$ cat config.mk
export PLATFORM = sky130hd
export DESIGN_NAME = fifo_with_value_purge
export DESIGN_NICKNAME = d
export VERILOG_FILES = /design/src/rtl/core/fwvp_pkg.sv /design/src/rtl/core/fifo_with_value_purge.sv
export SDC_FILE = /design/constraint.sdc
export NUM_CORES = 1
export LEC_CHECK = 0
export BUFFER_PORTS_ARGS = -buffer_cell sky130_fd_sc_hd__buf_2
export CORE_MARGIN = 1.5
export CORE_UTILIZATION = 45
export CTS_CLUSTER_DIAMETER = 100
export DETAILED_ROUTE_END_ITERATION = 12
export HOLD_SLACK_MARGIN = 0.08
export PLACE_DENSITY = 0.6
export SYNTH_ARGS = -nofsm -noshare
export SYNTH_HDL_FRONTEND = slang
export SYNTH_SLANG_ARGS = --single-unit
$ cat constraint.sdc
create_clock -name clk -period 16.19 [get_ports clk]
set_input_delay 0.8095 -clock clk [delete_from_list [all_inputs] [get_ports clk]]
set_output_delay 0.8095 -clock clk [all_outputs]
set_load 0.005 [all_outputs]
$ cat src/rtl/core/fwvp_pkg.sv
`default_nettype none
// ----------------------------------------------------------------------------
// fwvp_pkg
// Shared types and codes for the queue with value purge.
// ----------------------------------------------------------------------------
package fwvp_pkg;

  localparam int unsigned VAL_W = 32;
  localparam int unsigned ACT_W = 2;
  localparam int unsigned STAT_W = 2;
  localparam int unsigned OCC_W = 5;

  typedef logic [ACT_W-1:0] action_t;
  typedef logic [STAT_W-1:0] status_t;

  localparam action_t ACT_ENQUEUE = 2'd0;
  localparam action_t ACT_DEQUEUE = 2'd1;
  localparam action_t ACT_PEEK = 2'd2;
  localparam action_t ACT_PURGE = 2'd3;

  localparam status_t STAT_OK = 2'd0;
  localparam status_t STAT_FULL = 2'd1;
  localparam status_t STAT_EMPTY = 2'd2;

  typedef enum logic [1:0] {
    S_IDLE,
    S_EXEC,
    S_PURGE_RD,
    S_PURGE_CMP
  } state_t;

endpackage
`default_nettype wire

$ cat src/rtl/core/fifo_with_value_purge.sv
`default_nettype none
// ----------------------------------------------------------------------------
// fifo_with_value_purge
// Ring-buffer queue of signed 32-bit values with enqueue, dequeue, peek and
// an order-keeping purge of all entries equal to a given value.
// ----------------------------------------------------------------------------
// channel  handshake          payload
// input    start / busy       in_action, in_value
// result   out_strobe         out_valid, out_value, out_status, out_occupancy
//
// Enqueue, dequeue and peek keep busy high through S_EXEC; a purge keeps it
// high through S_PURGE_RD and S_PURGE_CMP, one memory read and one compare
// per entry through the single read port and the shared ring-position adder.
// The result strobes for one cycle right after busy falls; a new item may be
// accepted in that same cycle. Synchronous reset empties the queue; stored
// entries are not cleared. The receiver cannot stall the result.
// ----------------------------------------------------------------------------
module fifo_with_value_purge #(
  parameter int unsigned QUEUE_DEPTH = 16
) (
  input  wire logic                               clk,
  input  wire logic                               rst_n,
  input  wire logic                               start,
  output logic                                    busy,
  input  wire logic [fwvp_pkg::ACT_W-1:0]         in_action,
  input  wire logic signed [fwvp_pkg::VAL_W-1:0]  in_value,
  output logic                                    out_strobe,
  output logic                                    out_valid,
  output logic signed [fwvp_pkg::VAL_W-1:0]       out_value,
  output logic [fwvp_pkg::STAT_W-1:0]             out_status,
  output logic [fwvp_pkg::OCC_W-1:0]              out_occupancy
);

  localparam int unsigned IDX_W = (QUEUE_DEPTH > 2) ? $clog2(QUEUE_DEPTH) : 1;
  localparam int unsigned CNT_W = $clog2(QUEUE_DEPTH + 1);
  localparam int unsigned SUM_W = CNT_W + 1;
  localparam logic [CNT_W-1:0] DEPTH_C = CNT_W'(QUEUE_DEPTH);
  localparam logic [SUM_W-1:0] DEPTH_S = SUM_W'(QUEUE_DEPTH);

  logic [fwvp_pkg::VAL_W-1:0] mem [QUEUE_DEPTH];

  fwvp_pkg::state_t state_r, state_nxt;
  fwvp_pkg::action_t act_r;
  logic [fwvp_pkg::VAL_W-1:0] val_r;
  logic [fwvp_pkg::VAL_W-1:0] rd_data_r;
  logic [IDX_W-1:0] oldest_r, oldest_nxt;
  logic [CNT_W-1:0] count_r, count_nxt;
  logic [CNT_W-1:0] rd_cnt_r, rd_cnt_nxt;
  logic [CNT_W-1:0] kept_r, kept_nxt;

  logic out_strobe_r, out_strobe_nxt;
  logic out_valid_r, out_valid_nxt;
  logic [fwvp_pkg::VAL_W-1:0] out_value_r, out_value_nxt;
  fwvp_pkg::status_t out_status_r, out_status_nxt;

  logic accept;
  logic [CNT_W-1:0] ring_off;
  logic [SUM_W-1:0] ring_sum;
  logic [IDX_W-1:0] ring_pos;
  logic [IDX_W-1:0] rd_addr;
  logic wr_en;
  logic [IDX_W-1:0] wr_addr;
  logic [fwvp_pkg::VAL_W-1:0] wr_data;

  assign accept = start && !busy;

  // shared ring-position unit: (oldest + offset) mod depth
  assign ring_sum = SUM_W'(oldest_r) + SUM_W'(ring_off);
  assign ring_pos = (ring_sum >= DEPTH_S) ? IDX_W'(ring_sum - DEPTH_S) : IDX_W'(ring_sum);

  always_comb begin
    state_nxt = state_r;
    case (state_r)
      fwvp_pkg::S_IDLE: begin
        if (start) begin
          state_nxt = (in_action == fwvp_pkg::ACT_PURGE) ? fwvp_pkg::S_PURGE_RD
                                                          : fwvp_pkg::S_EXEC;
        end
      end
      fwvp_pkg::S_EXEC: state_nxt = fwvp_pkg::S_IDLE;
      fwvp_pkg::S_PURGE_RD: begin
        state_nxt = (rd_cnt_r == count_r) ? fwvp_pkg::S_IDLE : fwvp_pkg::S_PURGE_CMP;
      end
      fwvp_pkg::S_PURGE_CMP: state_nxt = fwvp_pkg::S_PURGE_RD;
      default: state_nxt = fwvp_pkg::S_IDLE;
    endcase
  end

  always_comb begin
    busy = (state_r != fwvp_pkg::S_IDLE);
    ring_off = '0;
    rd_addr = oldest_r;
    wr_en = 1'b0;
    wr_addr = ring_pos;
    wr_data = val_r;
    oldest_nxt = oldest_r;
    count_nxt = count_r;
    rd_cnt_nxt = rd_cnt_r;
    kept_nxt = kept_r;
    out_strobe_nxt = 1'b0;
    out_valid_nxt = 1'b0;
    out_value_nxt = '0;
    out_status_nxt = fwvp_pkg::STAT_OK;
    case (state_r)
      fwvp_pkg::S_IDLE: begin
        rd_cnt_nxt = '0;
        kept_nxt = '0;
      end
      fwvp_pkg::S_EXEC: begin
        out_strobe_nxt = 1'b1;
        ring_off = (act_r == fwvp_pkg::ACT_ENQUEUE) ? count_r : CNT_W'(1);
        case (act_r)
          fwvp_pkg::ACT_ENQUEUE: begin
            if (count_r == DEPTH_C) begin
              out_status_nxt = fwvp_pkg::STAT_FULL;
            end else begin
              wr_en = 1'b1;
              wr_data = val_r;
              count_nxt = count_r + CNT_W'(1);
            end
          end
          fwvp_pkg::ACT_DEQUEUE: begin
            if (count_r == '0) begin
              out_status_nxt = fwvp_pkg::STAT_EMPTY;
            end else begin
              out_valid_nxt = 1'b1;
              out_value_nxt = rd_data_r;
              oldest_nxt = ring_pos;
              count_nxt = count_r - CNT_W'(1);
            end
          end
          fwvp_pkg::ACT_PEEK: begin
            if (count_r == '0) begin
              out_status_nxt = fwvp_pkg::STAT_EMPTY;
            end else begin
              out_valid_nxt = 1'b1;
              out_value_nxt = rd_data_r;
            end
          end
          default: ;
        endcase
      end
      fwvp_pkg::S_PURGE_RD: begin
        ring_off = rd_cnt_r;
        rd_addr = ring_pos;
        if (rd_cnt_r == count_r) begin
          out_strobe_nxt = 1'b1;
          count_nxt = kept_r;
          if (kept_r == '0) begin
            oldest_nxt = '0;
          end
        end
      end
      fwvp_pkg::S_PURGE_CMP: begin
        ring_off = kept_r;
        rd_cnt_nxt = rd_cnt_r + CNT_W'(1);
        if (rd_data_r != val_r) begin
          wr_en = 1'b1;
          wr_data = rd_data_r;
          kept_nxt = kept_r + CNT_W'(1);
        end
      end
      default: ;
    endcase
  end

  always_ff @(posedge clk) begin
    if (wr_en) begin
      mem[wr_addr] <= wr_data;
    end
    rd_data_r <= mem[rd_addr];
  end

  always_ff @(posedge clk) begin
    if (accept) begin
      act_r <= in_action;
      val_r <= in_value;
    end
    rd_cnt_r <= rd_cnt_nxt;
    kept_r <= kept_nxt;
    out_valid_r <= out_valid_nxt;
    out_value_r <= out_value_nxt;
    out_status_r <= out_status_nxt;
  end

  always_ff @(posedge clk) begin
    if (!rst_n) begin
      state_r <= fwvp_pkg::S_IDLE;
      oldest_r <= '0;
      count_r <= '0;
      out_strobe_r <= 1'b0;
    end else begin
      state_r <= state_nxt;
      oldest_r <= oldest_nxt;
      count_r <= count_nxt;
      out_strobe_r <= out_strobe_nxt;
    end
  end

  assign out_strobe = out_strobe_r;
  assign out_valid = out_valid_r;
  assign out_value = out_value_r;
  assign out_status = out_status_r;
  assign out_occupancy = fwvp_pkg::OCC_W'(count_r);

endmodule
`default_nettype wire
==> impl_metrics.yaml <==
outcome:
  status: "finished, final reports clean"
routing:
  first_iter_violations: 1666
  drcViolationCount: 0
  wire_per_inst_um: 25.0
  viasPerCell: 5.97
  wl_um: 70200
  ant_nets: 0
  first_pass_iters: 5
  num_vias: 16800
layout:
  most-common-layout-cells: "556 x edfxtp_1, 512 x a211oi_1, 273 x inv_1"
  layout.nets: 2038
  area_growth_pct: 13.6
  layout.cells.non_filler: 2812
  final_layout_size_suffix_gt1_frac: 0.137
  final_common_cell: "edfxtp_1"
  finalInstanceArea_um2: 30400
grt:
  use_met1: 0.333
  gr-total-overflow: 0
  antenna_found_initial: 3
  grt_busiest_layer: "met2"
  grtUsageTotal: 0.233
  grt_pass1_wl_um: 105000
  grt_pass1_vias: 16500
  grtUsageMet3: 0.0441
  met2_usage: 0.357
  grt_start_max_net_pins: 210
yosys:
  syn_area_um2: 26700
  syn_nets: 2008
  synthArstFlopShare: 0
  ys.flop_type: "edfxtp_1"
  yosysWarnings: 0
  yosysUniqueCellTypes: 51
  ys_seq_area_frac: 0.684
  avgSynthCellArea_um2: 13.7
  synth-seq-cells: 635
  syn_inst: 1953
  synth_edf_count: 556
worst_setup_path:
  crit_fanout: 93
  path_class: "register to register"
  startpoint_type: "register"
  end_kind: "register"
  worstPathArrival_ns: 6.71
  worstPathRequired_ns: 16.73
placement:
  globalplace.congestion: 0.807
  portBuffers: 78
  dp_hpwl_um: 33800
  placedInstanceArea_um2: 28000
  dp_cells: 2685
pwr:
  ir_drop_uv: 104
  powerDensity_nw_per_um2: 149
  total_leakage_power_nw: 10.2
  p_total_mw: 4.51
timing:
  timing.hold.ws_ns: 0.379
  fmax_mhz: 162
  period_minus_slack_ns: 6.17
  finalSetupViolations: 0
  hold_viol: 0
  relSlewSlack: 0.181
  finClkSkew_ns: 0.0252
  tightest_slew_ns: 1.23
  maxSlewViolCount: 0
  rsz0062_at_grt: "no"
  period_share: 0.381
  finalSetupTns_ns: 0
clock_tree:
  post_cts_buffers: 0
  cts_buffers: 69
  clkSinkCount: 635
  worstSkewPairLatency_ns: 0.61
  path_clk_slew_ns: 0.06
  cts_tree: "yes"
  cts_hold_buf: 0
  cts-root-buf: "clkbuf_16"
  clock_path_buffers: 3
  htreeDepth: 3
  ctsResizeCount: 0
die:
  dieArea_um2: 60900
  die_h_um: 247
  row_count: 89
  start_util: 0.454
  pin_count: 79
  fp.dieW_um: 247
  coreArea_um2: 58900
job:
  maxCapViolations: 0
min_path:
  holdCritPathClass: "input pin to register"
==> power breakdown <==
group          switching (mW)  leakage [nW]  internal, mW  total, mW
clock network           0.629          1.14         0.981       1.61
registers              0.0950          5.69          1.95       2.05
logic                   0.606          3.39         0.248      0.854
total                    1.33          10.2          3.18       4.51
==> worst paths after layout <==
kind                start             to  slack, ns  depth (start not counted)
max reg2reg    state_r[0]  rd_data_r[19]      10.02                         14
min           in_value[0]       val_r[0]       0.38                          1
max            state_r[0]  rd_data_r[19]      10.02                         14
min reg2reg  rd_data_r[6]   out_value[6]       0.49                          1
==> cells by family (layout without fill, tap and decap cells) <==
group           count (synthesis)  count (layout)  synth area share
flops                         635             635             0.684
xor+xnor                       52              52            0.0178
fa+ha+maj                      18              18           0.00899
buf+inv                       432             517            0.0618
other cells                     0               1                 0
compound gates                576             576             0.162
mux                            66              66            0.0277
simple gates                  174             174            0.0379
==> worst max-delay path: stages, from the launching register on <==
cell and delay, ns:
dfxtp_1 0.37, inv_1 0.11, ha_4 0.44, a221oi_1 0.35, nor2_1 0.09, ha_1 0.22, fa_1 0.51, xnor2_4 0.18
buf_4 0.84, a21o_4 0.64, buf_4 0.74, buf_4 0.69, a211oi_1 0.18, nor4_1 0.38, mux2_2 0.21
==> registers in the layout (all words and copies together) (netlist names) <==
register	count
out_valid	1
oldest_r	4
out_value	32
state_r	2
act_r	2
kept_r	5
out_strobe	1
out_status	2
val_r	32
rd_data_r	32
out_occupancy	5
rd_cnt_r	5
mem	512
==> metal layers <==
layer,wire [µm],vias to the layer above
met5,0,-
met4,1980,0
met3,5400,113
met2,31700,630
met1,31200,8480
li1,-,7571
==> cell type report <==
class / instances / area (µm²)
Antenna cell: 1 / 2.50
Multi-Input combinational cell: 886 / 7050
Clock buffer: 105 / 2040
Timing Repair Buffer: 116 / 688
Sequential cell: 635 / 18300
Tap cell: 773 / 967
Fill cell: 4926 / 28600
Clock inverter: 21 / 299
Inverter: 275 / 1030
==> Yosys cell counts (8+ instances only) <==
cell type | instances | area share
a21oi_1 | 12 | 0.0022
buf_2 | 15 | 0.0028
clkbuf_1 | 131 | 0.018
dfxtp_1 | 79 | 0.059
ha_1 | 16 | 0.0075
buf_1 | 8 | 0.0011
nor4_1 | 75 | 0.018
and2_1 | 43 | 0.010
xnor2_1 | 14 | 0.0046
nor2_1 | 11 | 0.0015
xor2_1 | 36 | 0.012
inv_1 | 273 | 0.038
nand2_1 | 14 | 0.0020
mux2_1 | 29 | 0.012
mux2_2 | 35 | 0.015
edfxtp_1 | 556 | 0.62
nand3_1 | 13 | 0.0024
a211oi_1 | 520 | 0.15
==> metrics by stage <==
stage	setup WS (ns)	utilization
6_report	10.02	0.515
3_3_place_gp	10.22	0.476
4_1_cts	10.09	0.515
2_1_floorplan	7.10	-
3_5_place_dp	10.11	0.476
5_1_grt	9.63	0.515
Power figures use the tool's default switching activity.
